$ cat config.mk
export PLATFORM = sky130hd
export DESIGN_NAME = gyro_frame_sync_decoder
export DESIGN_NICKNAME = d
export VERILOG_FILES = /design/src/hw/rtl/gfsd_pkg.sv /design/src/hw/rtl/gfsd_front.sv /design/src/hw/rtl/gfsd_queue.sv /design/src/hw/rtl/gfsd_back.sv /design/src/hw/rtl/gyro_frame_sync_decoder.sv
export VERILOG_INCLUDE_DIRS = /design/src /design/src/hw/rtl
export SDC_FILE = /design/constraint.sdc
export NUM_CORES = 1
export LEC_CHECK = 0
export BUFFER_PORTS_ARGS = -buffer_cell sky130_fd_sc_hd__buf_2
export CAP_MARGIN = 40
export CORE_MARGIN = 4
export CORE_UTILIZATION = 35
export CTS_BUF_LIST = sky130_fd_sc_hd__clkbuf_2
export CTS_CLUSTER_DIAMETER = 100
export DETAILED_ROUTE_END_ITERATION = 8
export PLACE_DENSITY_LB_ADDON = 0.05
export SETUP_SLACK_MARGIN = 0.15
export SKIP_CTS_REPAIR_TIMING = 1
export SYNTH_ARGS = -nofsm -noshare
export SYNTH_HDL_FRONTEND = slang
export SYNTH_SLANG_ARGS = --single-unit
$ cat constraint.sdc
create_clock -name clock -period 7.6 [get_ports clock]
set_input_delay 0 -clock clock [delete_from_list [all_inputs] [get_ports clock]]
set_output_delay 0 -clock clock [all_outputs]
set_load 0.005 [all_outputs]
$ cat src/hw/rtl/gyro_frame_sync_decoder_assert.svh
// assertion macros shared by the gyro frame sync decoder modules
`ifndef GYRO_FRAME_SYNC_DECODER_ASSERT_SVH
`define GYRO_FRAME_SYNC_DECODER_ASSERT_SVH
`ifndef SYNTHESIS
// same-cycle implication, checked out of reset
`define GFSD_ASSERT_IMPLY(name, clk, rst, pre, post) \
   name: assert property (@(posedge clk) disable iff (rst) (pre) |-> (post)) \
      else $error("gfsd assertion failed");
// next-cycle implication, checked out of reset
`define GFSD_ASSERT_NEXT(name, clk, rst, pre, post) \
   name: assert property (@(posedge clk) disable iff (rst) (pre) |=> (post)) \
      else $error("gfsd assertion failed");
`else
`define GFSD_ASSERT_IMPLY(name, clk, rst, pre, post)
`define GFSD_ASSERT_NEXT(name, clk, rst, pre, post)
`endif
`endif

$ cat src/hw/rtl/gfsd_pkg.sv
// shared types and constants for the gyro frame sync decoder
package gfsd_pkg;

   localparam int RATE_W           = 22;
   localparam int BYTE_W           = 8;
   localparam int SEQ_W            = 2;
   localparam int SEEK_W           = 8;
   localparam int CSR_INDEX_W      = 2;
   localparam int CSR_DATA_W       = RATE_W;
   localparam int FRAME_BYTES_DEF  = 6;
   localparam int QUEUE_DEPTH      = 2;

   // frame positions that carry the rate bytes
   localparam int GATHER_FIRST     = 3;
   localparam int GATHER_LAST      = 5;

   // header patterns accepted before lock
   localparam logic [BYTE_W-1:0] HDR_SEQ0 = 8'h10;
   localparam logic [BYTE_W-1:0] HDR_SEQ1 = 8'h50;
   localparam logic [BYTE_W-1:0] HDR_SEQ2 = 8'h90;
   localparam logic [BYTE_W-1:0] HDR_SEQ3 = 8'hD0;

   localparam logic [SEEK_W-1:0] SEEK_MAX = 8'd255;

   // register reset values
   localparam logic [RATE_W-1:0] REJECT_THRESHOLD_RESET = 22'd1027684;
   localparam logic [SEEK_W-1:0] SEEK_LIMIT_RESET       = 8'd7;

   // register indexes
   localparam logic [CSR_INDEX_W-1:0] CSR_REJECT_THRESHOLD = 2'd0;
   localparam logic [CSR_INDEX_W-1:0] CSR_SEEK_LIMIT       = 2'd1;

   typedef enum logic [1:0] {
      STATUS_ACCEPT    = 2'd0,
      STATUS_OVER      = 2'd1,
      STATUS_SEEK_FAIL = 2'd2
   } status_type;

   typedef enum logic {
      EVT_FRAME     = 1'b0,
      EVT_SEEK_FAIL = 1'b1
   } event_kind_type;

   // classified event passed from front to back
   typedef struct packed {
      event_kind_type           kind;
      logic signed [RATE_W-1:0] rate;
      logic [SEQ_W-1:0]         sequence_res;
   } event_type;

endpackage

$ cat src/hw/rtl/gfsd_front.sv
// byte front end: header search, frame tracking and rate assembly
module gfsd_front #(
   parameter int FRAME_BYTES = gfsd_pkg::FRAME_BYTES_DEF
) (
   input  logic                               clock,
   input  logic                               reset,
   input  logic                               req_valid,
   input  logic [gfsd_pkg::BYTE_W-1:0]        req_rx_byte,
   input  logic                               queue_full,
   input  logic [gfsd_pkg::SEEK_W-1:0]        seek_limit,
   output logic                               req_stall,
   output logic                               push,
   output gfsd_pkg::event_type                push_event
);
   import gfsd_pkg::*;

   localparam int POS_W = $clog2(FRAME_BYTES);
   localparam logic [POS_W-1:0] POS_SEEK  = '0;
   localparam logic [POS_W-1:0] POS_FIRST = POS_W'(1);
   localparam logic [POS_W-1:0] POS_LAST  = POS_W'(FRAME_BYTES - 1);
   localparam logic [POS_W-1:0] POS_G_LO  = POS_W'(GATHER_FIRST);
   localparam logic [POS_W-1:0] POS_G_HI  = POS_W'(GATHER_LAST);

   logic              locked_ff, locked_in;
   logic [SEQ_W-1:0]  last_seq_ff, last_seq_in;
   logic [POS_W-1:0]  frame_pos_ff, frame_pos_in;
   logic [SEEK_W-1:0] seek_count_ff, seek_count_in;
   logic [RATE_W-1:0] gather_ff, gather_in;

   logic              accept;
   logic              is_header;
   logic [SEQ_W-1:0]  next_seq;
   logic [SEEK_W-1:0] seek_inc;

   assign req_stall = queue_full;
   assign accept    = req_valid && !req_stall;

   // header check, strict pattern before lock and sequence follow after
   assign next_seq = last_seq_ff + SEQ_W'(1);
   always_comb begin
      if (!locked_ff) begin
         is_header = req_rx_byte inside {HDR_SEQ0, HDR_SEQ1, HDR_SEQ2, HDR_SEQ3};
      end else begin
         is_header = (req_rx_byte[7:6] == next_seq) && req_rx_byte[4] && !req_rx_byte[5];
      end
   end

   assign seek_inc = (seek_count_ff == SEEK_MAX) ? seek_count_ff : seek_count_ff + SEEK_W'(1);

   // next state and event generation
   always_comb begin
      locked_in     = locked_ff;
      last_seq_in   = last_seq_ff;
      frame_pos_in  = frame_pos_ff;
      seek_count_in = seek_count_ff;
      gather_in     = gather_ff;
      push          = 1'b0;
      push_event.kind         = EVT_FRAME;
      push_event.rate         = '0;
      push_event.sequence_res = last_seq_ff;
      if (accept) begin
         if (frame_pos_ff == POS_SEEK) begin
            if (is_header) begin
               locked_in     = 1'b1;
               last_seq_in   = req_rx_byte[7:6];
               frame_pos_in  = POS_FIRST;
               seek_count_in = '0;
            end else if ((seek_limit != '0) && (seek_inc >= seek_limit)) begin
               seek_count_in   = '0;
               push            = 1'b1;
               push_event.kind = EVT_SEEK_FAIL;
            end else begin
               seek_count_in = seek_inc;
            end
         end else begin
            if ((frame_pos_ff >= POS_G_LO) && (frame_pos_ff <= POS_G_HI)) begin
               gather_in = {gather_ff[RATE_W-BYTE_W-1:0], req_rx_byte};
            end
            if (frame_pos_ff == POS_LAST) begin
               frame_pos_in    = POS_SEEK;
               push            = 1'b1;
               push_event.rate = gather_in;
            end else begin
               frame_pos_in = frame_pos_ff + POS_W'(1);
            end
         end
      end
   end

   // control state
   always_ff @(posedge clock) begin
      if (reset) begin
         locked_ff     <= 1'b0;
         last_seq_ff   <= '0;
         frame_pos_ff  <= POS_SEEK;
         seek_count_ff <= '0;
      end else begin
         locked_ff     <= locked_in;
         last_seq_ff   <= last_seq_in;
         frame_pos_ff  <= frame_pos_in;
         seek_count_ff <= seek_count_in;
      end
   end

   // rate bytes, always fully overwritten before use
   always_ff @(posedge clock) begin
      gather_ff <= gather_in;
   end

endmodule

$ cat src/hw/rtl/gfsd_queue.sv
// two-entry event queue between front and back
`include "gyro_frame_sync_decoder_assert.svh"
module gfsd_queue (
   input  logic                clock,
   input  logic                reset,
   input  logic                push,
   input  gfsd_pkg::event_type push_event,
   input  logic                pop,
   output gfsd_pkg::event_type pop_event,
   output logic                full,
   output logic                empty
);
   import gfsd_pkg::*;

   localparam int PTR_W = $clog2(QUEUE_DEPTH);
   localparam int CNT_W = $clog2(QUEUE_DEPTH + 1);
   localparam logic [CNT_W-1:0] CNT_FULL = CNT_W'(QUEUE_DEPTH);

   event_type        entry_ff [QUEUE_DEPTH];
   logic [PTR_W-1:0] wr_ptr_ff, wr_ptr_in;
   logic [PTR_W-1:0] rd_ptr_ff, rd_ptr_in;
   logic [CNT_W-1:0] count_ff, count_in;

   assign full      = (count_ff == CNT_FULL);
   assign empty     = (count_ff == '0);
   assign pop_event = entry_ff[rd_ptr_ff];

   // pointer and fill count update
   always_comb begin
      wr_ptr_in = push ? wr_ptr_ff + PTR_W'(1) : wr_ptr_ff;
      rd_ptr_in = pop  ? rd_ptr_ff + PTR_W'(1) : rd_ptr_ff;
      count_in  = count_ff;
      if (push && !pop) begin
         count_in = count_ff + CNT_W'(1);
      end else if (pop && !push) begin
         count_in = count_ff - CNT_W'(1);
      end
   end

   always_ff @(posedge clock) begin
      if (reset) begin
         wr_ptr_ff <= '0;
         rd_ptr_ff <= '0;
         count_ff  <= '0;
      end else begin
         wr_ptr_ff <= wr_ptr_in;
         rd_ptr_ff <= rd_ptr_in;
         count_ff  <= count_in;
      end
   end

   // entry storage
   always_ff @(posedge clock) begin
      if (push) begin
         entry_ff[wr_ptr_ff] <= push_event;
      end
   end

   `GFSD_ASSERT_IMPLY(a_no_push_full, clock, reset, push, !full || pop)
   `GFSD_ASSERT_IMPLY(a_no_pop_empty, clock, reset, pop, !empty)
   `GFSD_ASSERT_NEXT(a_count_up, clock, reset, push && !pop, count_ff == $past(count_ff) + CNT_W'(1))

endmodule

$ cat src/hw/rtl/gfsd_back.sv
// back end: threshold check, held rate and result register
`include "gyro_frame_sync_decoder_assert.svh"
module gfsd_back (
   input  logic                                clock,
   input  logic                                reset,
   input  logic                                queue_empty,
   input  gfsd_pkg::event_type                 pop_event,
   input  logic [gfsd_pkg::RATE_W-1:0]         reject_threshold,
   input  logic                                rsp_stall,
   output logic                                pop,
   output logic                                rsp_valid,
   output logic signed [gfsd_pkg::RATE_W-1:0]  rsp_rate_count,
   output logic signed [gfsd_pkg::RATE_W-1:0]  rsp_held_rate,
   output logic [gfsd_pkg::SEQ_W-1:0]          rsp_sequence_res,
   output logic [1:0]                          rsp_status
);
   import gfsd_pkg::*;

   logic                     rsp_valid_ff, rsp_valid_in;
   logic signed [RATE_W-1:0] rate_ff, rate_in;
   logic signed [RATE_W-1:0] held_ff, held_in;
   logic [SEQ_W-1:0]         seq_ff;
   status_type               status_ff, status_in;
   logic signed [RATE_W-1:0] good_rate_ff, good_rate_in;

   logic [RATE_W-1:0]        magnitude;
   logic                     over;
   logic                     is_frame;

   // take the next event once the result register is free or being taken
   assign pop = !queue_empty && (!rsp_valid_ff || !rsp_stall);

   // magnitude of the 22-bit rate, most negative maps to 2^21
   assign magnitude = pop_event.rate[RATE_W-1] ? (~pop_event.rate + RATE_W'(1))
                                               : pop_event.rate;
   assign is_frame  = (pop_event.kind == EVT_FRAME);
   assign over      = is_frame && (magnitude > reject_threshold);

   // result formation
   always_comb begin
      rsp_valid_in = rsp_valid_ff && rsp_stall;
      good_rate_in = good_rate_ff;
      rate_in      = '0;
      status_in    = STATUS_SEEK_FAIL;
      if (is_frame) begin
         rate_in   = pop_event.rate;
         status_in = over ? STATUS_OVER : STATUS_ACCEPT;
         if (!over) begin
            good_rate_in = pop_event.rate;
         end
      end
      held_in = good_rate_in;
      if (pop) begin
         rsp_valid_in = 1'b1;
      end else begin
         good_rate_in = good_rate_ff;
      end
   end

   always_ff @(posedge clock) begin
      if (reset) begin
         rsp_valid_ff <= 1'b0;
         good_rate_ff <= '0;
      end else begin
         rsp_valid_ff <= rsp_valid_in;
         good_rate_ff <= good_rate_in;
      end
   end

   // result payload
   always_ff @(posedge clock) begin
      if (pop) begin
         rate_ff   <= rate_in;
         held_ff   <= held_in;
         seq_ff    <= pop_event.sequence_res;
         status_ff <= status_in;
      end
   end

   assign rsp_valid        = rsp_valid_ff;
   assign rsp_rate_count   = rate_ff;
   assign rsp_held_rate    = held_ff;
   assign rsp_sequence_res = seq_ff;
   assign rsp_status       = status_ff;

   `GFSD_ASSERT_IMPLY(a_accept_held, clock, reset, rsp_valid_ff && (status_ff == STATUS_ACCEPT), rate_ff == held_ff)
   `GFSD_ASSERT_IMPLY(a_fail_zero, clock, reset, rsp_valid_ff && (status_ff == STATUS_SEEK_FAIL), rate_ff == '0)
   `GFSD_ASSERT_NEXT(a_held_tracks, clock, reset, pop, held_ff == good_rate_ff)

endmodule

$ cat src/hw/rtl/gyro_frame_sync_decoder.sv
// top level of the gyro frame sync decoder
//
// Takes one received gyro byte per clock while req_stall is low, finds frame
// headers, assembles the 22-bit rate of each FRAME_BYTES-byte frame and
// returns one result per frame (status 0 accepted, 1 over threshold) or per
// failed header search (status 2). The front end classifies a byte in the
// cycle it arrives and hands any result through a two-entry queue to the back
// end, which registers it, so a result passes the queue entry and the result
// register. req_stall rises only while that queue is full, which happens only
// when rsp_stall holds results back. Registers take effect at once and are
// meant to be written while no frame is in progress; register writes with an
// index beyond the two registers are ignored.
module gyro_frame_sync_decoder #(
   parameter int FRAME_BYTES = gfsd_pkg::FRAME_BYTES_DEF
) (
   input  logic                                clock,
   input  logic                                reset,
   input  logic                                req_valid,
   output logic                                req_stall,
   input  logic [gfsd_pkg::BYTE_W-1:0]         req_rx_byte,
   output logic                                rsp_valid,
   input  logic                                rsp_stall,
   output logic signed [gfsd_pkg::RATE_W-1:0]  rsp_rate_count,
   output logic signed [gfsd_pkg::RATE_W-1:0]  rsp_held_rate,
   output logic [gfsd_pkg::SEQ_W-1:0]          rsp_sequence_res,
   output logic [1:0]                          rsp_status,
   input  logic                                csr_wr_en,
   input  logic [gfsd_pkg::CSR_INDEX_W-1:0]    csr_index,
   input  logic [gfsd_pkg::CSR_DATA_W-1:0]     csr_wr_data
);
   import gfsd_pkg::*;

   logic [RATE_W-1:0] reject_threshold_ff, reject_threshold_in;
   logic [SEEK_W-1:0] seek_limit_ff, seek_limit_in;

   logic      push;
   logic      pop;
   logic      queue_full;
   logic      queue_empty;
   event_type push_event;
   event_type pop_event;

   // configuration registers
   always_comb begin
      reject_threshold_in = reject_threshold_ff;
      seek_limit_in       = seek_limit_ff;
      if (csr_wr_en) begin
         case (csr_index)
            CSR_REJECT_THRESHOLD: reject_threshold_in = csr_wr_data;
            CSR_SEEK_LIMIT:       seek_limit_in       = csr_wr_data[SEEK_W-1:0];
            default: begin
            end
         endcase
      end
   end

   always_ff @(posedge clock) begin
      if (reset) begin
         reject_threshold_ff <= REJECT_THRESHOLD_RESET;
         seek_limit_ff       <= SEEK_LIMIT_RESET;
      end else begin
         reject_threshold_ff <= reject_threshold_in;
         seek_limit_ff       <= seek_limit_in;
      end
   end

   // header search and frame assembly
   gfsd_front #(
      .FRAME_BYTES (FRAME_BYTES)
   ) u_front (
      .clock       (clock),
      .reset       (reset),
      .req_valid   (req_valid),
      .req_rx_byte (req_rx_byte),
      .queue_full  (queue_full),
      .seek_limit  (seek_limit_ff),
      .req_stall   (req_stall),
      .push        (push),
      .push_event  (push_event)
   );

   // event queue
   gfsd_queue u_queue (
      .clock      (clock),
      .reset      (reset),
      .push       (push),
      .push_event (push_event),
      .pop        (pop),
      .pop_event  (pop_event),
      .full       (queue_full),
      .empty      (queue_empty)
   );

   // threshold check and result register
   gfsd_back u_back (
      .clock            (clock),
      .reset            (reset),
      .queue_empty      (queue_empty),
      .pop_event        (pop_event),
      .reject_threshold (reject_threshold_ff),
      .rsp_stall        (rsp_stall),
      .pop              (pop),
      .rsp_valid        (rsp_valid),
      .rsp_rate_count   (rsp_rate_count),
      .rsp_held_rate    (rsp_held_rate),
      .rsp_sequence_res (rsp_sequence_res),
      .rsp_status       (rsp_status)
   );

endmodule
# --- After elaboration in Yosys (flattened, before gate mapping) ---
# Memories as Yosys holds them, arrays and structs flattened. A register that Yosys moved wholly into a read port is not among the register bits.
# Index checks and enable logic that the tools add are counted.
op_classes:
  addsub: 8
  order_cmp: 4
  n_eq_ne: 10
  muxes: 28
  bitwise_logic: 3
  n_reduce_logical: 30
op_table:
  columns: ["op", "count"]
  rows:
  - ["$mux W22", 6]
  - ["$eq A8 B8 Y1 const B", 3]
  - ["$mux W8", 3]
  - ["$mux W23", 1]
  - ["$add A22 B2 Y22 const B", 1]
  - ["$gt A22 B22 Y1", 1]
  - ["$not A22 Y22", 1]
  - ["$mux W1", 13]
  - ["$logic_and A1 B1 Y1", 10]
  - ["$reduce_and A2 Y1", 5]
  - ["$mux W3", 3]
  - ["$add A8 B1 Y8 const B", 1]
  - ["$eq A8 B5 Y1 const B", 1]
  - ["$eq A8 B7 Y1 const B", 1]
  - ["$ge A8 B8 Y1", 1]
  - ["$reduce_bool A8 Y1", 1]
  - ["$logic_not A1 Y1", 7]
  - ["$add A2 B1 Y2 const B", 2]
  - ["$logic_not A2 Y1", 2]
  - ["$mux W2", 2]
  - ["$reduce_bool A4 Y1", 1]
  - ["$add A3 B1 Y3 const B", 1]
  - ["$eq A3 B3 Y1 const B", 1]
  - ["$ge A3 B2 Y1 const B", 1]
  - ["other kinds (12)", 14]
word_totals:
  ff_bits: 141
  ramBits: 50
  out_inout_bits: 50
  n_memories: 1
mem_list:
  columns: ["memory", "depth", "width", "read_ports", "rd_ports_with_merged_regs", "wr", "line_no", "source"]
  rows:
  - ["u_queue.entry_ff", 2, 25, 1, 1, 1, "gfsd_queue.sv:19", "event_type entry_ff [QUEUE_DEPTH];"]

# --- Depth between registers and ports, before layout ---
# Gate-level depths: netlist (run 1).
logic_depth:
  depth_word: 12
  depth_mapped: 19

# --- By module ---
# A second synthesis (run 1) with hierarchy kept.
unflattened:
  hier_cells: 769
  hier_area_um2: 9291.4
by_module_without_submodules:
  columns: ["mod", "n_inst", "cells_per_inst", "area_per_inst_um2", "seq_area_each_um2"]
  rows:
  - ["gfsd_back", 1, 341, 3878.7, 1901.8]
  - ["gfsd_front", 1, 200, 2133.3, 940.9]
  - ["gfsd_queue", 1, 100, 2010.7, 1601.5]
  - ["gyro_frame_sync_decoder", 1, 128, 1268.7, 600.6]

# --- Worst setup path before layout (run 1) ---
# Ideal clock, no wire load.
synth_timing:
  kind: "reg2reg"
  startpoint: "reg (tool-made name)"
  endpoint: "reg u_back.held_ff[11] (netlist: u_back.rsp_held_rate[11]) (data pin)"
  setup_time_ps: 260
  t_arrival_ps: 3896
  required_ps: 7340
  slack_ps: 3445
  stages_incl_launch_ff: 19
  n_path_buf: 4
  cell_sequence: "dfxtp_1 -> buf_6 -> buf_6 -> buf_4 -> mux2i_1 -> ha_1 -> o221ai_1 -> nor4_2 -> and2b_1 -> a31oi_1 -> xnor2_1 -> ha_1 -> nand4_2 -> nor4_2 -> and2_1 -> buf_6 -> inv_2 -> a21oi_4 -> mux2_2"
synth_lines:
  columns: ["item", "line_no", "source"]
  rows:
  - ["end signal: assignment", "gfsd_back.sv:74", "held_ff <= held_in;"]
  - ["end: declaration", "gfsd_back.sv:21", "logic signed [RATE_W-1:0] held_ff, held_in;"]

==> impl_metrics.py, run 1 <==
metrics = {
    "drt": {
        "dr_total_vias": 6525,
        "avgRoutedWirePerCell_um": 16.6,
        "route.antenna.remaining_nets": 0,
        "route.final.wire_length_mm": 22.2,
        "avgViaCountPerCell": 4.89,
        "first_pass_iters": 4,
        "detailedRoute.firstIterationViolations": 312,
        "drcViolationCount": 0,
    },
    "yosys": {
        "synth-adder-area-share": 0.0459,
        "ffs_w_async_s_r_synth": 0,
        "yosys_register_bits": 192,
        "synthSimpleGateAreaFrac": 0.124,
        "synthTopCellsByArea": "sky130_fd_sc_hd__edfxtp_1 (39%), sky130_fd_sc_hd__dfxtp_1 (16%), sky130_fd_sc_hd__mux2i_1 (5.4%)",
        "synth_top_cell_area_share": 0.389,
        "synth_edf_count": 120,
        "yosysUniqueCellTypes": 67,
        "postSynthAreaPerCell_um2": 11.6,
        "yosysWarnings": 0,
        "synth_xor_xnor_area_share": 0.0255,
        "synthesis.area_um2": 9270,
        "netlist_instances": 800,
        "postSynth.topFlopCell": "sky130_fd_sc_hd__edfxtp_1",
        "synth_sequential_area_ratio": 0.544,
        "muxShareOfSynthArea": 0.0935,
        "synth_compound_area_frac": 0.118,
        "syn_nets": 871,
        "synth_area_leader_cell": "sky130_fd_sc_hd__edfxtp_1",
        "synth_top_family_by_area": "simple AND/OR/NAND/NOR gates",
    },
    "final_layout": {
        "layout_net_count": 1056,
        "fill_cells": 2506,
        "regArea_um2": 5050,
        "multi_input_comb_area_um2": 3790,
        "layout_common_cells": "sky130_fd_sc_hd__edfxtp_1 (120), sky130_fd_sc_hd__dlygate4sd3_1 (106), sky130_fd_sc_hd__buf_2 (87), sky130_fd_sc_hd__nor2_1 (82), sky130_fd_sc_hd__dfxtp_1 (71)",
        "layout_commonest_cell": "sky130_fd_sc_hd__edfxtp_1",
        "area_growth_pct": 22.7,
        "final_layout_size_suffix_gt1_frac": 0.201,
    },
    "pwr": {
        "intPower_mw": 1.80,
        "post-layout-total-power_mw": 2.60,
        "power.net_switching_mw": 0.804,
        "power.share.combinational": 0.260,
        "cellPowerDensity_nw_per_um2": 229,
        "switching_share": 0.309,
        "static_leakage_nw": 4.48,
        "clockPowerShare": 0.208,
        "vdd_ir_drop_max_mv": 0.108,
        "p_seq_frac": 0.532,
    },
    "timing": {
        "fin_worst_hold_slack_ns": 0.0906,
        "timing.final.ws_setup_ns": 2.57,
        "min_period_over_period": 0.662,
        "timing.clock.skew_ns": 0.0570,
        "grt_setup_unrepaired": "no",
        "slew_violations": 0,
        "fmax_ghz": 0.199,
        "final_period_demand_of_the_worst_path_ns": 5.03,
        "setup_viol": 0,
        "totalNegativeSetupSlack_ns": 0,
        "hold_viol": 0,
        "tightest_slew_ns": 0.911,
        "max_slew_margin": 0.393,
    },
    "status": {
        "status": "finished, final reports clean",
    },
    "global_routing": {
        "grt_pass1_vias": 6165,
        "grt_start_max_net_pins": 78,
        "overall_global_routing_resource_usage": 0.148,
        "sum_of_overflow_across_all_layers_after_global_routing": 0,
        "global_route_wire_length_before_repair_mm": 33.8,
        "antenna_violations_before_repair": 1,
    },
    "worst_setup_path": {
        "data_arrival_at_the_endpoint_of_the_critical_path_ns": 5.63,
        "critical_path.top_delay_family": "simple AND/OR/NAND/NOR gates",
        "delay_of_the_slowest_critical_path_stage_ns": 0.87,
        "setup_crit_end_kind": "register",
        "crit_path_max_fanout": 30,
        "worst_path_buf_inv": 2,
        "worst_r2r_path_depth": 15,
        "cp_slowest_cell": "sky130_fd_sc_hd__dfxtp_2",
        "crit-reg2reg-capture": "u_back.rsp_held_rate[19]",
        "worst-r2r-setup-slack_ns": 2.57,
        "worstPathRequired_ns": 8.20,
        "path_cells": "mux2i_2, ha_1, o221ai_1, nor4_2, and2b_1, a31oi_1, xnor2_1, ha_1, nand4_2, nor4_2, and2_1, inv_2, a21oi_4, buf_16, mux2i_1",
        "critical_path_class": "reg2reg",
        "worst_setup_path_start_kind": "register",
    },
    "floorplanning": {
        "die_width_um": 171,
        "boundary_pin_count": 87,
        "die_area_um2": 29200,
        "start_util": 0.356,
        "core_area_um2": 26100,
        "core.rowCount": 59,
        "die_height_um": 171,
    },
    "clock_tree": {
        "clock-sinks": 192,
        "worst_setup_hold_path_clk_slew_ns": 0.28,
        "clk_latency_ns": 0.76,
        "cts_max_path_buffers": 2,
        "cts_htree_levels": 4,
        "cts_inserted_buffers": 17,
        "cts_root_buf": "sky130_fd_sc_hd__clkbuf_2",
        "cts_tree": "yes",
    },
    "flow_run": {
        "max-cap-violations": 0,
    },
    "placed_design": {
        "post-dp-hpwl_mm": 15.8,
        "portBuffers": 86,
        "rd_place_congestion": 0.871,
        "place_worst_setup_slack_ns": 2.59,
    },
    "worst_hold_path": {
        "holdCritPathClass": "in2reg",
        "worstHoldPathCells": 4,
        "min_delay_worst_endpoint": "seek_limit_ff[6]",
        "hold_path.startpoint": "csr_wr_data[6]",
    },
}
## worst min-delay path: stages
cell and delay, ns:
sky130_fd_sc_hd__dlygate4sd3_1 0.52, sky130_fd_sc_hd__buf_2 0.12, sky130_fd_sc_hd__mux2i_1 0.06, sky130_fd_sc_hd__nor2_1 0.08
## logic make-up (layout without fill, tap and decap cells)
logic type / after synthesis / after routing
AO/OA/AOI/OAI: 143 / 143
XOR/XNOR: 27 / 27
adder cells (fa/ha/maj): 34 / 34
buffers and inverters: 97 / 295
flip-flops: 192 / 192
multiplexers: 82 / 82
other: 0 / 1
AND/OR/NAND/NOR: 225 / 225
## worst max-delay path by stage
stage	startpoint	endpoint	slack, ns	cells after the start
2_1_floorplan	register	u_back.rsp_held_rate[11]	3.44	18
4_1_cts	register	u_back.rsp_held_rate[10]	2.54	15
3_5_place_dp	register	u_back.rsp_held_rate[7]	2.59	15
6_report	register	u_back.rsp_held_rate[19]	2.57	15
5_1_grt	register	u_back.rsp_held_rate[10]	2.18	15
3_3_place_gp	register	u_back.rsp_held_rate[21]	2.28	14
## area by class of cell
type,instances,area share
flip-flops and latches,192,0.444
multi-input cells,511,0.333
repair buffers,208,0.145
well taps,335,0.0368
inverters,55,0.0181
clock inverters,13,0.0148
clock buffers,19,0.00836
diodes,1,0.000220
## per-layer routing
metal,routed length [µm],share of wire,vias up,global-route usage
li1,-,-,3256,-
met1,9880,0.44,3121,0.192
met2,10900,0.49,117,0.246
met3,785,0.035,31,0.0240
met4,634,0.029,0,0.0611
met5,0,0,-,0
## power groups by stage
stage	logic, mW	clock network [mW]	registers, mW
floorplan	0.393	0	1.41
global placement	0.621	0	1.41
detailed placement	0.648	0	1.41
CTS	0.650	0.572	1.39
global route	0.751	0.613	1.41
finish	0.677	0.541	1.38
## state kept, by name (all words and copies together) (netlist names), 3 cells and up, named ones only
register,cells
u_back.good_rate_ff,22
u_back.rsp_rate_count,22
reject_threshold_ff,22
u_queue.entry_ff,50
u_front.gather_ff,22
u_back.rsp_held_rate,22
u_front.frame_pos_ff,3
u_front.seek_count_ff,8
seek_limit_ff,8
## Yosys cell counts (2+ instances only)
cell,count
sky130_fd_sc_hd__xnor2_1,18
sky130_fd_sc_hd__mux2i_1,50
sky130_fd_sc_hd__nor2_1,82
sky130_fd_sc_hd__nand2b_1,5
sky130_fd_sc_hd__or2_1,2
sky130_fd_sc_hd__buf_4,2
sky130_fd_sc_hd__nand2_1,39
sky130_fd_sc_hd__o211a_1,16
sky130_fd_sc_hd__nor2b_1,7
sky130_fd_sc_hd__nand4_1,7
sky130_fd_sc_hd__nor3b_1,6
sky130_fd_sc_hd__mux2_2,30
sky130_fd_sc_hd__and2_1,26
sky130_fd_sc_hd__or3_1,2
sky130_fd_sc_hd__o211ai_1,10
sky130_fd_sc_hd__o22ai_1,2
sky130_fd_sc_hd__o21a_1,3
sky130_fd_sc_hd__nor3b_2,2
sky130_fd_sc_hd__o31ai_1,7
sky130_fd_sc_hd__edfxtp_1,120
sky130_fd_sc_hd__nor3_1,16
sky130_fd_sc_hd__a211oi_1,7
sky130_fd_sc_hd__nor4_2,3
sky130_fd_sc_hd__a22oi_1,7
sky130_fd_sc_hd__inv_1,54
sky130_fd_sc_hd__and2b_1,3
sky130_fd_sc_hd__clkbuf_1,18
sky130_fd_sc_hd__buf_6,7
sky130_fd_sc_hd__xor2_1,9
sky130_fd_sc_hd__a31oi_1,3
sky130_fd_sc_hd__o21ai_0,13
sky130_fd_sc_hd__or2_2,2
sky130_fd_sc_hd__a211oi_2,9
sky130_fd_sc_hd__ha_1,34
sky130_fd_sc_hd__and3_1,5
sky130_fd_sc_hd__buf_2,13
sky130_fd_sc_hd__nor4_1,4
sky130_fd_sc_hd__a21oi_1,37
sky130_fd_sc_hd__dfxtp_1,72
sky130_fd_sc_hd__nand3_1,6
sky130_fd_sc_hd__a211o_1,16
## per-stage QoR
| step | instance area [µm²] | std cells | utilization |
|---|---|---|---|
| finish | 11400 | 1334 | 0.437 |
| CTS | 10300 | 1227 | 0.396 |
| global placement | 9970 | 1189 | 0.382 |
| floorplan | 9270 | 800 | - |
| global route | 11400 | 1334 | 0.437 |
| detailed placement | 10000 | 1195 | 0.386 |
No activity file was read; power rests on OpenSTA's default activity.
==> inputs of run 2 (changes only) <==
ABC_AREA = 1   (was not set)
clock period = 4.3 ns   (was 7.6 ns; I/O delays follow)
==> run 2 against run 1 <==
  * Via count grew 9.9%
  * Clock power is 80% higher
  * Sequential share of layout area grew 0.49 points
  * Worst hold slack lost 0.030 ns
  * Register-to-register slack lost 2.0 ns
  * Critical path type unchanged
  * Largest cell class unchanged
  * Highest routed layer unchanged
==> impl_metrics.py, run 2 <==
metrics = {
    "status": {
        "status": "finished, final reports clean",
    },
    "yosys": {
        "synth_edf_count": 120,
        "ffs_w_async_s_r_synth": 0,
        "yosys_register_bits": 192,
        "synth_top_cell_area_share": 0.390,
        "synthesis.area_um2": 9230,
        "syn_nets": 1145,
        "synth_sequential_area_ratio": 0.547,
        "postSynthAreaPerCell_um2": 8.59,
        "yosysWarnings": 0,
        "synth_area_leader_cell": "sky130_fd_sc_hd__edfxtp_1",
        "postSynth.topFlopCell": "sky130_fd_sc_hd__edfxtp_1",
        "synth_most_common_cell": "sky130_fd_sc_hd__nand2_1",
        "yosysUniqueCellTypes": 37,
        "synthTopCellsByArea": "sky130_fd_sc_hd__edfxtp_1 (39%), sky130_fd_sc_hd__dfxtp_1 (16%), sky130_fd_sc_hd__nand2_1 (10%)",
        "synth.top_cells.by_count": "sky130_fd_sc_hd__nand2_1 (251), sky130_fd_sc_hd__inv_1 (169), sky130_fd_sc_hd__nor2_1 (134), sky130_fd_sc_hd__edfxtp_1 (120), sky130_fd_sc_hd__dfxtp_1 (72)",
        "netlist_instances": 1074,
    },
    "timing": {
        "slew_violations": 0,
        "fin_worst_hold_slack_ns": 0.0605,
        "tightest_slew_ns": 0.848,
        "min_period_over_period": 0.861,
        "final_period_demand_of_the_worst_path_ns": 3.70,
        "max_slew_margin": 0.434,
        "hold_viol": 0,
        "timing.final.ws_setup_ns": 0.597,
        "setup_viol": 0,
        "fmax_ghz": 0.270,
        "timing.clock.skew_ns": 0.0700,
        "totalNegativeSetupSlack_ns": 0,
        "grt_setup_unrepaired": "no",
    },
    "drt": {
        "wl_met2_mm": 10.4,
        "detailedRoute.firstIterationViolations": 393,
        "first_pass_iters": 5,
        "route.antenna.remaining_nets": 0,
        "dr_wl_met3_um": 786,
        "dr_total_vias": 7173,
        "route.final.wire_length_mm": 22.7,
        "avgRoutedWirePerCell_um": 14.2,
        "highest_routed_layer": "met4",
        "drcViolationCount": 0,
        "avgViaCountPerCell": 4.49,
        "wirelength_met1_mm": 11.2,
    },
    "pwr": {
        "vdd_ir_drop_max_mv": 0.253,
        "post-layout-total-power_mw": 5.42,
        "static_leakage_nw": 5.17,
        "cellPowerDensity_nw_per_um2": 482,
    },
    "floorplanning": {
        "die_area_um2": 29000,
        "core_area_um2": 26000,
        "boundary_pin_count": 87,
        "die_width_um": 170,
        "core.rowCount": 59,
        "start_util": 0.355,
        "die_height_um": 170,
    },
    "clock_tree": {
        "clk_latency_ns": 0.77,
        "cts_max_path_buffers": 2,
        "cts_tree": "yes",
        "clock-sinks": 192,
        "worst_setup_hold_path_clk_slew_ns": 0.31,
        "cts_inserted_buffers": 17,
        "cts_htree_levels": 4,
        "cts_root_buf": "sky130_fd_sc_hd__clkbuf_2",
    },
    "placed_design": {
        "placedInstanceArea_um2": 10100,
        "place_worst_setup_slack_ns": 0.458,
        "rd_place_congestion": 0.811,
        "portBuffers": 86,
        "post-dp-hpwl_mm": 15.8,
        "dp.cells": 1478,
    },
    "final_layout": {
        "post-route-util": 0.433,
        "area_growth_pct": 21.9,
        "layout_common_cells": "sky130_fd_sc_hd__nand2_1 (251), sky130_fd_sc_hd__inv_1 (168), sky130_fd_sc_hd__nor2_1 (131), sky130_fd_sc_hd__edfxtp_1 (120)",
        "registers.top_by_ff_count": "u_queue.entry_ff",
        "final_cell_count_no_fill": 1597,
        "layout_net_count": 1319,
        "final_layout_size_suffix_gt1_frac": 0.136,
        "largest_register_ff_count": 50,
        "layout_commonest_cell": "sky130_fd_sc_hd__nand2_1",
        "design_area_um2": 11300,
    },
    "worst_setup_path": {
        "worst_setup_path_start_kind": "register",
        "crit_path_max_fanout": 24,
        "worstPathRequired_ns": 5.03,
        "setup_crit_end_kind": "register",
        "critical_path_class": "reg2reg",
        "data_arrival_at_the_endpoint_of_the_critical_path_ns": 4.43,
    },
    "global_routing": {
        "overall_global_routing_resource_usage": 0.154,
        "antenna_violations_before_repair": 1,
        "grt_pass1_vias": 6545,
        "grt_start_max_net_pins": 52,
        "global_route_wire_length_before_repair_mm": 35.2,
        "sum_of_overflow_across_all_layers_after_global_routing": 0,
    },
    "worst_hold_path": {
        "holdCritPathClass": "in2reg",
    },
    "flow_run": {
        "max-cap-violations": 0,
    },
}
-- run 2: changes by cell type in the layout (fill, tap and decap cells not counted), sizes merged, moves of 17 or more --
cell,delta
nand2,+215
mux2i,-51
nor2,+56
mux2,-31
dlygate4sd3,-20
inv,+119
xnor2,-17
o21ai,+54
and2,-26
nand3,+57
-- run 2: worst max-delay path, stage by stage, from the launching register on --
cell and delay, ns:
sky130_fd_sc_hd__dfxtp_2 0.49, sky130_fd_sc_hd__buf_4 0.31, sky130_fd_sc_hd__nand2_1 0.10, sky130_fd_sc_hd__o21ai_2 0.12, sky130_fd_sc_hd__nand2_1 0.14, sky130_fd_sc_hd__nor3_1 0.14
sky130_fd_sc_hd__nand2_1 0.16, sky130_fd_sc_hd__o21ai_1 0.24, sky130_fd_sc_hd__xor2_1 0.27, sky130_fd_sc_hd__inv_1 0.08, sky130_fd_sc_hd__ha_1 0.28, sky130_fd_sc_hd__nand2_1 0.06
sky130_fd_sc_hd__nor2_1 0.18, sky130_fd_sc_hd__nand2_1 0.09, sky130_fd_sc_hd__nor2_1 0.13, sky130_fd_sc_hd__nand4_1 0.09, sky130_fd_sc_hd__nand2_1 0.12, sky130_fd_sc_hd__buf_4 0.27
sky130_fd_sc_hd__nand3_1 0.20, sky130_fd_sc_hd__nand3_1 0.13, sky130_fd_sc_hd__nand2_1 0.05, sky130_fd_sc_hd__inv_1 0.04
-- run 2: cell families (layout without fill, tap and decap cells) --
family	Yosys count	after routing	share of synthesized area
buffers and inverters	211	398	0.0906
XOR/XNOR	22	22	0.0209
AND/OR/NAND/NOR	478	478	0.212
flip-flops	192	192	0.547
AO/OA/AOI/OAI	137	137	0.0839
adder cells (fa/ha/maj)	34	34	0.0461
other	0	1	0
-- run 2: per-layer routing --
layer	global-route usage	up-vias
met5	0	-
li1	-	3795
met2	0.245	125
met4	0.0344	0
met3	0.0290	20
met1	0.219	3233
-- run 2: layout make-up --
class                   count  area, µm²
fillers                  2631      14700
multi-input cells         671       3370
clock inverters            14        176
flip-flops and latches    192       5050
well taps                 335        419
repair buffers            192       1490
clock buffers              18       90.1
diodes                      1       2.50
inverters                 174        654
-- run 2: where the power goes --
group	internal (mW)	switching, mW	total, mW	leakage, nW
Combinational	0.681	1.16	1.84	3.25
Clock	0.293	0.683	0.976	0.152
Sequential	2.45	0.160	2.61	1.77
Total	3.42	2.00	5.42	5.17
-- run 2: worst paths after layout --
| path | from | to | slack, ns | cells after the start |
|---|---|---|---|---|
| worst min register to register | u_queue.rd_ptr_ff | register | 0.45 | 1 |
| worst min-delay path | csr_wr_data[0] | reject_threshold_ff[0] | 0.06 | 4 |
| worst max register to register | register | u_back.good_rate_ff[12] | 0.60 | 21 |
| worst max-delay path | register | u_back.good_rate_ff[12] | 0.60 | 21 |
==> inputs of run 3 (changes only) <==
CORE_ASPECT_RATIO = 1.1   (was not set)
==> run 3 against run 2 <==
  * Worst hold slack better by 0.039 ns
  * Routed wire length increased by 2.2%
  * Register-to-register slack improved by 0.10 ns
  * Sequential power about the same
  * Clock power down 7.2%
  * Clock-buffer cell count unchanged
  * Non-clock buffer count grew 14
  * Clock skew decreased by 0.0033 ns
  * Critical path depth is 3 higher
  * Via count up 0.99%
  * Utilization grew 0.28 points
  * Largest cell class unchanged
  * Largest power group unchanged
==> impl_metrics.py, run 3 (same netlist as run 2, synthesis figures left out) <==
metrics = {
    "status": {
        "status": "finished, final reports clean",
    },
    "worst_setup_path": {
        "worst_path_buf_inv": 4,
        "crit_path_max_fanout": 23,
        "setup_crit_end_kind": "register",
        "cp_slowest_cell": "sky130_fd_sc_hd__dfxtp_1",
        "critical_path.top_delay_family": "simple AND/OR/NAND/NOR gates",
        "data_arrival_at_the_endpoint_of_the_critical_path_ns": 4.33,
        "worst_setup_path_start_kind": "register",
        "most_used_cell_along_the_critical_path": "sky130_fd_sc_hd__nand2_1",
        "worst-r2r-setup-slack_ns": 0.70,
        "worstPathRequired_ns": 5.03,
        "delay_of_the_slowest_critical_path_stage_ns": 0.44,
        "path_cells": "buf_4, nand2_1, o21ai_1, ha_1, nand3_1, nor2_1, nand2_1, nor2_2, nand2_1, nand2_1, xor2_1, inv_1, ha_1, nand2_1, nor2_1, nand2_1, nor2_1, nand4_1, nand2_1, buf_4, nand3_1, nand3_1, nand2_1, inv_1",
        "critical_path_class": "reg2reg",
    },
    "final_layout": {
        "final_layout_size_suffix_gt1_frac": 0.136,
        "area_growth_pct": 23.1,
        "layout_common_cells": "sky130_fd_sc_hd__nand2_1 (251), sky130_fd_sc_hd__inv_1 (168), sky130_fd_sc_hd__nor2_1 (131), sky130_fd_sc_hd__edfxtp_1 (120), sky130_fd_sc_hd__dlygate4sd3_1 (96)",
        "largest_register_ff_count": 50,
        "registers.top_by_ff_count": "u_queue.entry_ff",
        "layout_net_count": 1333,
        "post-route-util": 0.436,
        "layout_commonest_cell": "sky130_fd_sc_hd__nand2_1",
    },
    "drt": {
        "dr_total_vias": 7244,
        "avgRoutedWirePerCell_um": 14.2,
        "avgViaCountPerCell": 4.45,
        "detailedRoute.firstIterationViolations": 300,
        "first_pass_iters": 5,
        "route.antenna.remaining_nets": 0,
        "drcViolationCount": 0,
        "route.final.wire_length_mm": 23.2,
    },
    "placed_design": {
        "portBuffers": 86,
        "post-dp-hpwl_mm": 16.5,
        "rd_place_congestion": 0.815,
    },
    "timing": {
        "slew_violations": 0,
        "max_slew_margin": 0.527,
        "fmax_ghz": 0.278,
        "totalNegativeSetupSlack_ns": 0,
        "final_period_demand_of_the_worst_path_ns": 3.60,
        "hold_viol": 0,
        "tightest_slew_ns": 0.709,
        "setup_viol": 0,
        "min_period_over_period": 0.837,
        "timing.clock.skew_ns": 0.0667,
        "grt_setup_unrepaired": "no",
    },
    "global_routing": {
        "antenna_violations_before_repair": 1,
        "grtUsageMet1": 0.208,
        "grt_pass1_vias": 6601,
        "global_route_wire_length_before_repair_mm": 35.6,
        "gr-max-usage-layer": "met2",
        "overall_global_routing_resource_usage": 0.158,
        "grt_start_max_net_pins": 45,
        "use_met2": 0.272,
        "sum_of_overflow_across_all_layers_after_global_routing": 0,
        "global_route.usage.met3": 0.0247,
    },
    "floorplanning": {
        "start_util": 0.354,
        "die_width_um": 163,
        "boundary_pin_count": 87,
        "core.rowCount": 62,
        "die_height_um": 178,
        "core_area_um2": 26100,
        "die_area_um2": 29000,
    },
    "flow_run": {
        "max-cap-violations": 0,
    },
    "pwr": {
        "switching_share": 0.371,
        "clockPowerShare": 0.167,
        "vdd_ir_drop_max_mv": 0.264,
        "p_seq_frac": 0.479,
        "power.share.combinational": 0.354,
        "static_leakage_nw": 5.20,
        "post-layout-total-power_mw": 5.41,
        "intPower_mw": 3.40,
        "power.net_switching_mw": 2.01,
        "cellPowerDensity_nw_per_um2": 476,
    },
    "clock_tree": {
        "cts_max_path_buffers": 2,
        "cts_htree_levels": 4,
        "cts_inserted_buffers": 17,
        "cts_root_buf": "sky130_fd_sc_hd__clkbuf_2",
        "worst_setup_hold_path_clk_slew_ns": 0.33,
        "clk_latency_ns": 0.77,
        "clock-sinks": 192,
        "cts_tree": "yes",
    },
    "worst_hold_path": {
        "holdCritPathClass": "in2reg",
    },
}
## run 3: changes by cell type in the layout (fill, tap and decap cells not counted), moves of 2 or more
cell	delta
sky130_fd_sc_hd__inv_6	-2
sky130_fd_sc_hd__clkinv_4	+4
sky130_fd_sc_hd__dlygate4sd3_1	+10
sky130_fd_sc_hd__buf_4	+5
## run 3: worst paths after layout
| path | from | to | depth (start not counted) |
|---|---|---|---|
| worst max-delay path | register | u_back.good_rate_ff[12] | 24 |
| worst min-delay path | req_rx_byte[1] | u_front.gather_ff[1] | 4 |
| worst max register to register | register | u_back.good_rate_ff[12] | 24 |
| worst min register to register | u_queue.rd_ptr_ff | u_queue.rd_ptr_ff | 1 |
## run 3: stage by stage
step                      cell area [µm²]  cells  worst slack (ns)  hold slack [ns]
after floorplan                      9230   1074             0.761            0.126
after global placement              10100   1497             0.655            0.219
after detailed placement            10200   1499             0.649            0.219
after CTS                           10400   1531             0.655           -0.672
after global routing                11400   1629             0.243          0.00863
final                               11400   1629             0.701           0.0999
## run 3: worst min-delay path: stages
cell	delay (ns)
sky130_fd_sc_hd__dlygate4sd3_1	0.52
sky130_fd_sc_hd__buf_2	0.11
sky130_fd_sc_hd__o21ai_0	0.11
sky130_fd_sc_hd__inv_1	0.07
## run 3: metal layers
metal / wire (µm) / up-vias
met5: 0 / -
met2: 11500 / 95
met1: 10700 / 3309
met3: 643 / 15
met4: 275 / 0
li1: - / 3825
## run 3: layout make-up
class / instances / area [µm²]
Antenna cell: 2 / 5.00
Clock buffer: 18 / 90.1
Clock inverter: 14 / 151
Fill cell: 2679 / 14700
Inverter: 174 / 654
Multi-Input combinational cell: 671 / 3370
Sequential cell: 192 / 5040
Tap cell: 352 / 440
Timing Repair Buffer: 206 / 1600
## run 3: power by group through the flow
stage / clock (mW) / combinational (mW) / sequential (mW)
6_report: 0.906 / 1.91 / 2.59
3_3_place_gp: 0 / 1.84 / 2.65
4_1_cts: 0.959 / 1.88 / 2.60
5_1_grt: 1.04 / 2.20 / 2.63
3_5_place_dp: 0 / 1.88 / 2.64
2_1_floorplan: 0 / 1.17 / 2.66
